<file path="src/hw/rtl/ppm_pkg.sv">
// ppm_pkg: shared widths and register codes for the packet pattern matcher.
// No dependencies; imported by ppm_match_cell and packet_pattern_matcher_unit.
package ppm_pkg;

    // Fixed field and register widths
    localparam int BYTE_W       = 8;
    localparam int LEN_W        = 5;
    localparam int CFG_W        = 64;
    localparam int CFG_IDX_W    = 2;
    localparam int OFFSET_W     = 16;
    localparam int PATTERN_SLOTS = 16;

    // Configuration register indexes
    typedef enum logic [CFG_IDX_W-1:0] {
        REG_PATTERN_LENGTH = 2'd0,
        REG_PATTERN_LOW    = 2'd1,
        REG_PATTERN_HIGH   = 2'd2
    } t_cfg_reg;

endpackage

</file>
<file path="src/hw/rtl/packet_pattern_matcher_unit.sv">
// packet_pattern_matcher_unit: top level of the packet pattern matcher.
// Depends on ppm_pkg and ppm_match_cell.
//
// Scans packets one byte per clock for the first occurrence of a configured
// pattern of 1 to 16 bytes and returns one result per packet: found with the
// match start offset, or not found when the last byte arrives without a match.
// A row of match cells, one per pattern byte, each records whether the
// pattern prefix ending there matches the most recent bytes and passes that
// bit to its neighbor on every accepted byte, so the row sustains a byte per
// clock. A result lands in an output register; the input stalls only while
// that register holds a result the sink is stalling.
// Configuration writes clear the match cells but keep the packet offset.
module packet_pattern_matcher_unit #(
    parameter int MAX_PATTERN_BYTES = 16,
    parameter int MAX_PACKET_BYTES  = 65536
) (
    input  logic                          i_clk,
    input  logic                          i_rst_n,
    // configuration write port
    input  logic                          i_cfg_we,
    input  logic [ppm_pkg::CFG_IDX_W-1:0] i_cfg_index,
    input  logic [ppm_pkg::CFG_W-1:0]     i_cfg_wdata,
    // byte input channel
    input  logic                          i_in_valid,
    output logic                          o_in_stall,
    input  logic [ppm_pkg::BYTE_W-1:0]    i_data_byte,
    input  logic                          i_last_byte,
    // result output channel
    output logic                          o_out_valid,
    input  logic                          i_out_stall,
    output logic                          o_found,
    output logic [ppm_pkg::OFFSET_W-1:0]  o_start_offset
);
    import ppm_pkg::*;

    localparam int NCELL = (MAX_PATTERN_BYTES < PATTERN_SLOTS) ? MAX_PATTERN_BYTES
                                                               : PATTERN_SLOTS;
    localparam int IDX_W = (NCELL > 1) ? $clog2(NCELL) : 1;
    localparam int POS_LIMIT = (MAX_PACKET_BYTES < (1 << OFFSET_W)) ? MAX_PACKET_BYTES
                                                                    : (1 << OFFSET_W);
    localparam int POS_W = $clog2(POS_LIMIT);
    localparam logic [POS_W-1:0] POS_MAX = POS_W'(POS_LIMIT - 1);

    // Configuration registers
    logic [LEN_W-1:0]          r_pattern_length;
    logic [CFG_W-1:0]          r_pattern_low;
    logic [CFG_W-1:0]          r_pattern_high;
    logic                      cfg_hit;

    // Per-packet state
    logic [POS_W-1:0]          r_byte_pos;
    logic [POS_W-1:0]          n_byte_pos;
    logic                      r_reported;
    logic                      n_reported;

    // Output register
    logic                      r_out_valid;
    logic                      n_out_valid;
    logic                      r_found;
    logic                      n_found;
    logic [OFFSET_W-1:0]       r_start_offset;
    logic [OFFSET_W-1:0]       n_start_offset;

    logic                      in_xfer;
    logic                      cell_clear;
    logic [2*CFG_W-1:0]        pattern_all;
    logic [NCELL-1:0]          hits;
    logic [NCELL-1:0]          cell_match;
    logic [LEN_W-1:0]          used_len;
    logic [LEN_W-1:0]          tap_full;
    logic                      full_match;
    logic [OFFSET_W:0]         end_count;
    logic [OFFSET_W:0]         used_len_ext;
    logic [OFFSET_W-1:0]       match_offset;

    // Register writes; indexes beyond the list are dropped
    always_comb begin
        unique case (t_cfg_reg'(i_cfg_index))
            REG_PATTERN_LENGTH,
            REG_PATTERN_LOW,
            REG_PATTERN_HIGH:   cfg_hit = i_cfg_we;
            default:            cfg_hit = 1'b0;
        endcase
    end

    always_ff @(posedge i_clk) begin
        if (!i_rst_n) begin
            r_pattern_length <= LEN_W'(1);
            r_pattern_low    <= '0;
            r_pattern_high   <= '0;
        end else if (i_cfg_we) begin
            unique case (t_cfg_reg'(i_cfg_index))
                REG_PATTERN_LENGTH: r_pattern_length <= i_cfg_wdata[LEN_W-1:0];
                REG_PATTERN_LOW:    r_pattern_low    <= i_cfg_wdata;
                REG_PATTERN_HIGH:   r_pattern_high   <= i_cfg_wdata;
                default:            ;
            endcase
        end
    end

    // Length in use: zero reads as one, large values clamp to the cell count
    always_comb begin
        if (r_pattern_length == '0) begin
            used_len = LEN_W'(1);
        end else if (r_pattern_length > LEN_W'(NCELL)) begin
            used_len = LEN_W'(NCELL);
        end else begin
            used_len = r_pattern_length;
        end
    end
    assign tap_full = used_len - LEN_W'(1);

    // Input handshake
    assign o_in_stall = r_out_valid && i_out_stall;
    assign in_xfer    = i_in_valid && !o_in_stall;
    assign cell_clear = cfg_hit || (in_xfer && i_last_byte);

    // Cell chain, one cell per pattern byte
    assign pattern_all = {r_pattern_high, r_pattern_low};

    for (genvar k = 0; k < NCELL; k++) begin : g_cell
        logic prev_match;
        if (k == 0) begin : g_head
            assign prev_match = 1'b1;
        end else begin : g_link
            assign prev_match = cell_match[k-1];
        end
        ppm_match_cell u_cell (
            .i_clk          (i_clk),
            .i_rst_n        (i_rst_n),
            .i_clear        (cell_clear),
            .i_step         (in_xfer),
            .i_prev_match   (prev_match),
            .i_data_byte    (i_data_byte),
            .i_pattern_byte (pattern_all[k*BYTE_W +: BYTE_W]),
            .o_hit          (hits[k]),
            .o_match        (cell_match[k])
        );
    end

    assign full_match = hits[tap_full[IDX_W-1:0]] && !r_reported;

    // Start offset = position + 1 - length, floored at zero
    assign end_count    = (OFFSET_W+1)'(r_byte_pos) + (OFFSET_W+1)'(1);
    assign used_len_ext = (OFFSET_W+1)'(used_len);
    always_comb begin
        if (end_count >= used_len_ext) begin
            match_offset = OFFSET_W'(end_count - used_len_ext);
        end else begin
            match_offset = '0;
        end
    end

    // Per-packet state and result register
    always_comb begin
        n_byte_pos     = r_byte_pos;
        n_reported     = r_reported;
        n_out_valid    = r_out_valid && i_out_stall;
        n_found        = r_found;
        n_start_offset = r_start_offset;
        if (in_xfer) begin
            if (!r_reported) begin
                if (full_match) begin
                    n_out_valid    = 1'b1;
                    n_found        = 1'b1;
                    n_start_offset = match_offset;
                    n_reported     = 1'b1;
                end else if (i_last_byte) begin
                    n_out_valid    = 1'b1;
                    n_found        = 1'b0;
                    n_start_offset = '0;
                end
                n_byte_pos = (r_byte_pos < POS_MAX) ? r_byte_pos + POS_W'(1) : POS_MAX;
            end
            if (i_last_byte) begin
                n_byte_pos = '0;
                n_reported = 1'b0;
            end
        end
    end

    always_ff @(posedge i_clk) begin
        if (!i_rst_n) begin
            r_byte_pos  <= '0;
            r_reported  <= 1'b0;
            r_out_valid <= 1'b0;
        end else begin
            r_byte_pos  <= n_byte_pos;
            r_reported  <= n_reported;
            r_out_valid <= n_out_valid;
        end
    end

    always_ff @(posedge i_clk) begin
        r_found        <= n_found;
        r_start_offset <= n_start_offset;
    end

    assign o_out_valid    = r_out_valid;
    assign o_found        = r_found;
    assign o_start_offset = r_start_offset;

endmodule

</file>
<file path="src/hw/rtl/ppm_match_cell.sv">
// ppm_match_cell: one position of the prefix-match chain; holds whether the
// pattern prefix ending at this position matches the latest bytes. Uses ppm_pkg.
module ppm_match_cell (
    input  logic                      i_clk,
    input  logic                      i_rst_n,
    input  logic                      i_clear,
    input  logic                      i_step,
    input  logic                      i_prev_match,
    input  logic [ppm_pkg::BYTE_W-1:0] i_data_byte,
    input  logic [ppm_pkg::BYTE_W-1:0] i_pattern_byte,
    output logic                      o_hit,
    output logic                      o_match
);
    import ppm_pkg::*;

    logic r_match;
    logic n_match;

    // Prefix extends by one byte when the neighbor matched and this byte agrees
    assign o_hit = i_prev_match && (i_data_byte == i_pattern_byte);

    always_comb begin
        n_match = r_match;
        if (i_clear) begin
            n_match = 1'b0;
        end else if (i_step) begin
            n_match = o_hit;
        end
    end

    always_ff @(posedge i_clk) begin
        if (!i_rst_n) begin
            r_match <= 1'b0;
        end else begin
            r_match <= n_match;
        end
    end

    assign o_match = r_match;

endmodule
</file>
<file path="config.mk">
export PLATFORM = sky130hd
export DESIGN_NAME = packet_pattern_matcher_unit
export DESIGN_NICKNAME = d
export VERILOG_FILES = /design/src/hw/rtl/ppm_pkg.sv /design/src/hw/rtl/packet_pattern_matcher_unit.sv /design/src/hw/rtl/ppm_match_cell.sv
export SDC_FILE = /design/constraint.sdc
export NUM_CORES = 1
export LEC_CHECK = 0
export ABC_AREA = 1
export BUFFER_PORTS_ARGS = -buffer_cell sky130_fd_sc_hd__buf_2
export CORE_MARGIN = 2
export CORE_UTILIZATION = 55
export CTS_CLUSTER_SIZE = 8
export DETAILED_ROUTE_END_ITERATION = 7
export PLACE_DENSITY_LB_ADDON = 0.05
export REMOVE_ABC_BUFFERS = 1
export SLEW_MARGIN = 20
export SYNTH_ARGS = -nofsm -noshare
export SYNTH_HDL_FRONTEND = slang
export SYNTH_HIERARCHICAL = 1
export SYNTH_SLANG_ARGS = --single-unit
export TNS_END_PERCENT = 20
</file>
<file path="constraint.sdc">
create_clock -name i_clk -period 3.1 [get_ports i_clk]
set_clock_uncertainty 0.15 [all_clocks]
set_input_delay 0.155 -clock i_clk [delete_from_list [all_inputs] [get_ports i_clk]]
set_output_delay 0.155 -clock i_clk [all_outputs]
set_load 0.05 [all_outputs]
</file>
==> flow_summary.json, run 1 <==
{
  "most-common-layout-cells": "nand2_1 (388), inv_1 (361), nor2_1 (204)",
  "num_antenna_cells": 0,
  "n_fill_cell": 1782,
  "cts-root-buf": "clkbuf_16",
  "multi_input_area_mm2": 0.00557,
  "grt_first_pass_wirelength_mm": 48.4,
  "hold_viol": 0,
  "drc_errors": 0,
  "routedWlPerCell_um": 13.4,
  "r2r-start": "r_byte_pos[1]",
  "combPwrFrac_pct": 19.4,
  "cts_tree": "yes",
  "rr_worst_depth": 16,
  "switchingPower_w": 0.00181,
  "drv_cap": 0,
  "fin_cells": 2185,
  "fmax_mhz": 347,
  "slew_headroom_pct": 40.6,
  "wl_mm": 29.4,
  "worstPathCellList": "ha_2 > nand2_1 > nor2_2 > xor2_1 > inv_1 > ha_2 > a21oi_2 > o21ai_0 > nor2_1 > nand2_2 > nor2_4 > nand2_4 > nor2_4 > nand4_4 > nand2_8 > nor2_1",
  "initial_core_util_pct": 56.0,
  "setup_viol": 0,
  "seqPwrFrac_pct": 41.8,
  "clk_pin_slew_ps": 70,
  "final_common_cell": "nand2_1",
  "htreeDepth": 4,
  "setup.worst_path.class": "reg -> reg",
  "avgSynthCellArea_um2": 6.29,
  "dpl.cell_count": 2083,
  "critPathCaptureType": "register",
  "clockPowerShare_pct": 38.8,
  "ys_warn_count": 6,
  "seqCellArea_mm2": 0.00383,
  "areaGrowthSynthToFinish_pct": 21.8,
  "hold_depth": 4,
  "fp-row-count": 51,
  "core_mm2": 0.0195,
  "final_nets": 1996,
  "drtIter0Drc": 698,
  "min_from": "i_cfg_index[1]",
  "dieWidth_um": 145,
  "crit_arrival_ps": 2930,
  "power_density_mw_per_mm2": 469,
  "overflow": 0,
  "regToRegSetupSlack_ps": 220,
  "postSynthCellCount": 1734,
  "avgViaCountPerCell": 5.03,
  "cts_buffer_depth": 2,
  "gp_routability_congestion": 0.905,
  "power.static_leakage_nw": 6.18,
  "sw_frac_of_total_pct": 29.0,
  "drive_above_1_share_pct": 12.2,
  "cts_made_buffers": 17,
  "num_io_pins": 99,
  "ant_nets": 0,
  "start_kind": "register",
  "power.internal_w": 0.00442,
  "grt_max_degree": 150,
  "hold_class": "in -> reg",
  "slew_violations": 0,
  "power.total_w": 0.00623,
  "dp_hpwl_mm": 19.9,
  "clkLatencyLatePin_ps": 440,
  "hold_end": "r_pattern_length[2]",
  "cp_max_fo": 8,
  "grt_util_all_layers_pct": 29.0,
  "grt_pass1_vias": 10000,
  "grt_antenna_before_repair": 0,
  "rsz0062_at_grt": "no",
  "peakVddDrop_v": 0.000400,
  "first_pass_iters": 6,
  "die_h_um": 145,
  "post-route-period-util_pct": 93.0,
  "tightestPinTransition_ps": 891,
  "crit-reg2reg-capture": "o_start_offset[4]",
  "vias": 11000,
  "outcome": "completed",
  "die_area_mm2": 0.0210,
  "synth_area_mm2": 0.0109,
  "critPathSlowestCell": "dfxtp_2",
  "cpPeakStageDelay_ps": 350,
  "io_buffers": 98,
  "fin_crit_ps": 2880,
  "cts.sinks": 183,
  "cp.required_ps": 3140
}
## per-layer routing
| metal | routed length (um) | vias up | GRT usage, % |
|---|---|---|---|
| li1 | - | 5728 | - |
| met1 | 14200 | 5017 | 39.3 |
| met2 | 13700 | 220 | 49.2 |
| met3 | 1130 | 27 | 3.49 |
| met4 | 363 | 0 | 7.05 |
| met5 | 0 | - | 0 |
## power groups by stage
stage / logic [W] / registers, W / clock network [W]
CTS: 0.00117 / 0.00260 / 0.00244
global route: 0.00136 / 0.00262 / 0.00253
global placement: 0.00108 / 0.00265 / 0
floorplan: 0.000636 / 0.00274 / 0
finish: 0.00121 / 0.00260 / 0.00242
detailed placement: 0.00110 / 0.00266 / 0
## sequential cells by signal, summed over array words and instances (netlist names)
register,count
g_cell.u_cell/o_match,15
r_pattern_high,64
o_out_valid,1
r_byte_pos,16
r_pattern_length,5
r_pattern_low,64
o_found,1
o_start_offset,16
r_reported,1
## cell type report
class / count / area share (%)
flip-flops and latches: 183 / 28.9
multi-input cells: 1139 / 42.0
inverters: 367 / 10.4
clock inverters: 11 / 1.49
well taps: 265 / 2.50
repair buffers: 200 / 11.4
clock buffers: 20 / 3.36
## per-stage QoR
step           instance area (um^2)  util [%]  TNS, ps  setup slack (ps)  hold slack [ps]
2_1_floorplan                 10700         -    -4260             -46.1              104
3_3_place_gp                  11900      61.1        0               179              238
3_5_place_dp                  11900      61.1        0              86.3              246
4_1_cts                       13200      67.9        0              72.1             3.07
5_1_grt                       13300      68.2        0              21.6             75.3
6_report                      13300      68.2        0               216             10.9
## worst max-delay path: cells and delay by family, from the launching register on
| family | cells | cell delay [ps] |
|---|---|---|
| fa+ha+maj | 2 | 480 |
| buf+inv | 1 | 70 |
| flops | 1 | 350 |
| compound gates | 2 | 260 |
| xor+xnor | 1 | 150 |
| simple gates | 10 | 1170 |
## repair_timing
action | 4_1_cts | 5_1_grt
setup endpoints to repair | 0 | 16
resized for setup | 0 | 8
hold endpoints to repair | 135 | 0
buffers inserted | 0 | 1
hold buffers | 69 | 0
## how the worst max path moves through the flow
stage / startpoint / to / slack (ps) / cells after the start
global placement: r_byte_pos[1] / o_start_offset[15] / 180 / 16
detailed placement: r_byte_pos[1] / o_start_offset[15] / 90 / 16
finish: r_byte_pos[1] / o_start_offset[4] / 220 / 16
global route: r_pattern_length[2] / o_start_offset[10] / 20 / 15
floorplan: i_cfg_index[0] / r_pattern_high[0] / -50 / 6
CTS: r_byte_pos[1] / o_start_offset[15] / 70 / 16
Power figures use the tool's default switching activity.
==> run 2: changes to the inputs <==
CORE_ASPECT_RATIO = 2   (was default)
==> flow_summary.json, run 2 (synthesized netlist as in run 1, its figures left out) <==
{
  "die_area_mm2": 0.0210,
  "tightestPinTransition_ps": 917,
  "io_buffers": 98,
  "hold_viol": 0,
  "peakVddDrop_v": 0.000430,
  "cts-root-buf": "clkbuf_16",
  "timing.hold.ws_ps": 140,
  "slew_headroom_pct": 38.6,
  "wl_mm": 31.8,
  "crit_arrival_ps": 2950,
  "fin_cells": 2181,
  "setup_tns_ps": 0,
  "routedWlPerCell_um": 14.6,
  "initial_core_util_pct": 56.3,
  "grt_util_all_layers_pct": 31.1,
  "dp_hpwl_mm": 22.0,
  "first_pass_iters": 5,
  "clkLatencyLatePin_ps": 450,
  "areaGrowthSynthToFinish_pct": 21.3,
  "avgViaCountPerCell": 5.10,
  "most-common-layout-cells": "nand2_1 (388), inv_1 (361), nor2_1 (203)",
  "fin_crit_ps": 2910,
  "vias": 11100,
  "dpl.cell_count": 2077,
  "drive_above_1_share_pct": 12.3,
  "num_io_pins": 99,
  "clk_pin_slew_ps": 70,
  "n_fill_cell": 1844,
  "critPathCaptureType": "register",
  "reg_top3": "r_pattern_high (64), r_pattern_low (64)",
  "grt_pass1_vias": 10800,
  "grt_first_pass_wirelength_mm": 51.8,
  "die_h_um": 203,
  "overflow": 0,
  "grt_max_degree": 150,
  "final_nets": 1997,
  "htreeDepth": 4,
  "ant_nets": 0,
  "dieWidth_um": 104,
  "cts_buffer_depth": 2,
  "cts.sinks": 183,
  "num_antenna_cells": 0,
  "power_density_mw_per_mm2": 455,
  "cts_made_buffers": 17,
  "final_common_cell": "nand2_1",
  "setup_viol": 0,
  "cp.required_ps": 3130,
  "start_kind": "register",
  "fmax_mhz": 343,
  "power.static_leakage_nw": 6.16,
  "grt_antenna_before_repair": 0,
  "slew_violations": 0,
  "hold_class": "in -> reg",
  "cts_tree": "yes",
  "outcome": "completed",
  "drv_cap": 0,
  "drc_errors": 0,
  "cp_max_fo": 8,
  "gp_routability_congestion": 1.05,
  "drtIter0Drc": 521,
  "post-route-period-util_pct": 94.0,
  "setup.worst_path.class": "reg -> reg",
  "core_mm2": 0.0194,
  "fp-row-count": 72
}
==> run 2: timing repair <==
item / in CTS / in global routing
setup endpoints to repair: 0 / 16
buffers inserted: 0 / 1
hold buffers: 70 / 0
endpoints found under the hold margin: 135 / 0
resized for setup: 0 / 12
==> run 2: cell type report <==
class / count / area (um^2) / share of cell area [%]
timing repair buffer: 201 / 1500 / 11.4
multi-input combinational: 1139 / 5590 / 42.3
tap: 259 / 324 / 2.45
sequential: 183 / 3840 / 29.0
clock inverter: 8 / 95.1 / 0.719
inverter: 367 / 1380 / 10.4
clock buffer: 24 / 492 / 3.72
==> run 2: final timing paths <==
| path | from | endpoint | slack [ps] | cells past startpoint |
|---|---|---|---|---|
| worst min-delay path | i_in_valid | r_byte_pos[0] | 140 | 5 |
| worst max-delay path | r_byte_pos[1] | o_start_offset[4] | 190 | 16 |
| worst max register to register | r_byte_pos[1] | o_start_offset[4] | 190 | 16 |
| worst min register to register | r_pattern_low[40] | r_pattern_low[40] | 300 | 2 |
==> run 2: per-layer routing <==
layer  track usage [%]  routed length (um)
met1              30.3               11800
met2              60.4               17100
met3              5.20                1110
met4              18.1                1780
met5                 0                   0
==> run 2: metrics by stage <==
stage / setup WS, ps / power [W] / area, um^2 / utilization, %
after floorplan: -46.1 / 0.00337 / 10700 / -
after global placement: 145 / 0.00377 / 11900 / 61.2
after CTS: 86.6 / 0.00602 / 13100 / 67.9
after global routing: -23.0 / 0.00631 / 13200 / 68.2
after detailed placement: 110 / 0.00378 / 11900 / 61.2
final: 185 / 0.00602 / 13200 / 68.2
==> run 2: power by group <==
| part | leakage, nW | switching [W] | internal, W |
|---|---|---|---|
| combinational | 4.35 | 0.000793 | 0.000444 |
| sequential | 1.52 | 0.0000804 | 0.00253 |
| clock | 0.286 | 0.000908 | 0.00127 |
==> run 2: critical path: stages, from the launching register on <==
cell and delay (ps):
dfxtp_2 360, ha_2 180, nand2_1 90, nor2_2 150, xor2_1 150, inv_1 90
ha_4 240, a21oi_1 150, o21ai_1 90, nor2_1 140, nand2_2 100, nor2_4 140
nand2_4 70, nor2_4 160, nand4_4 190, nand2_8 170, nor2_1 40
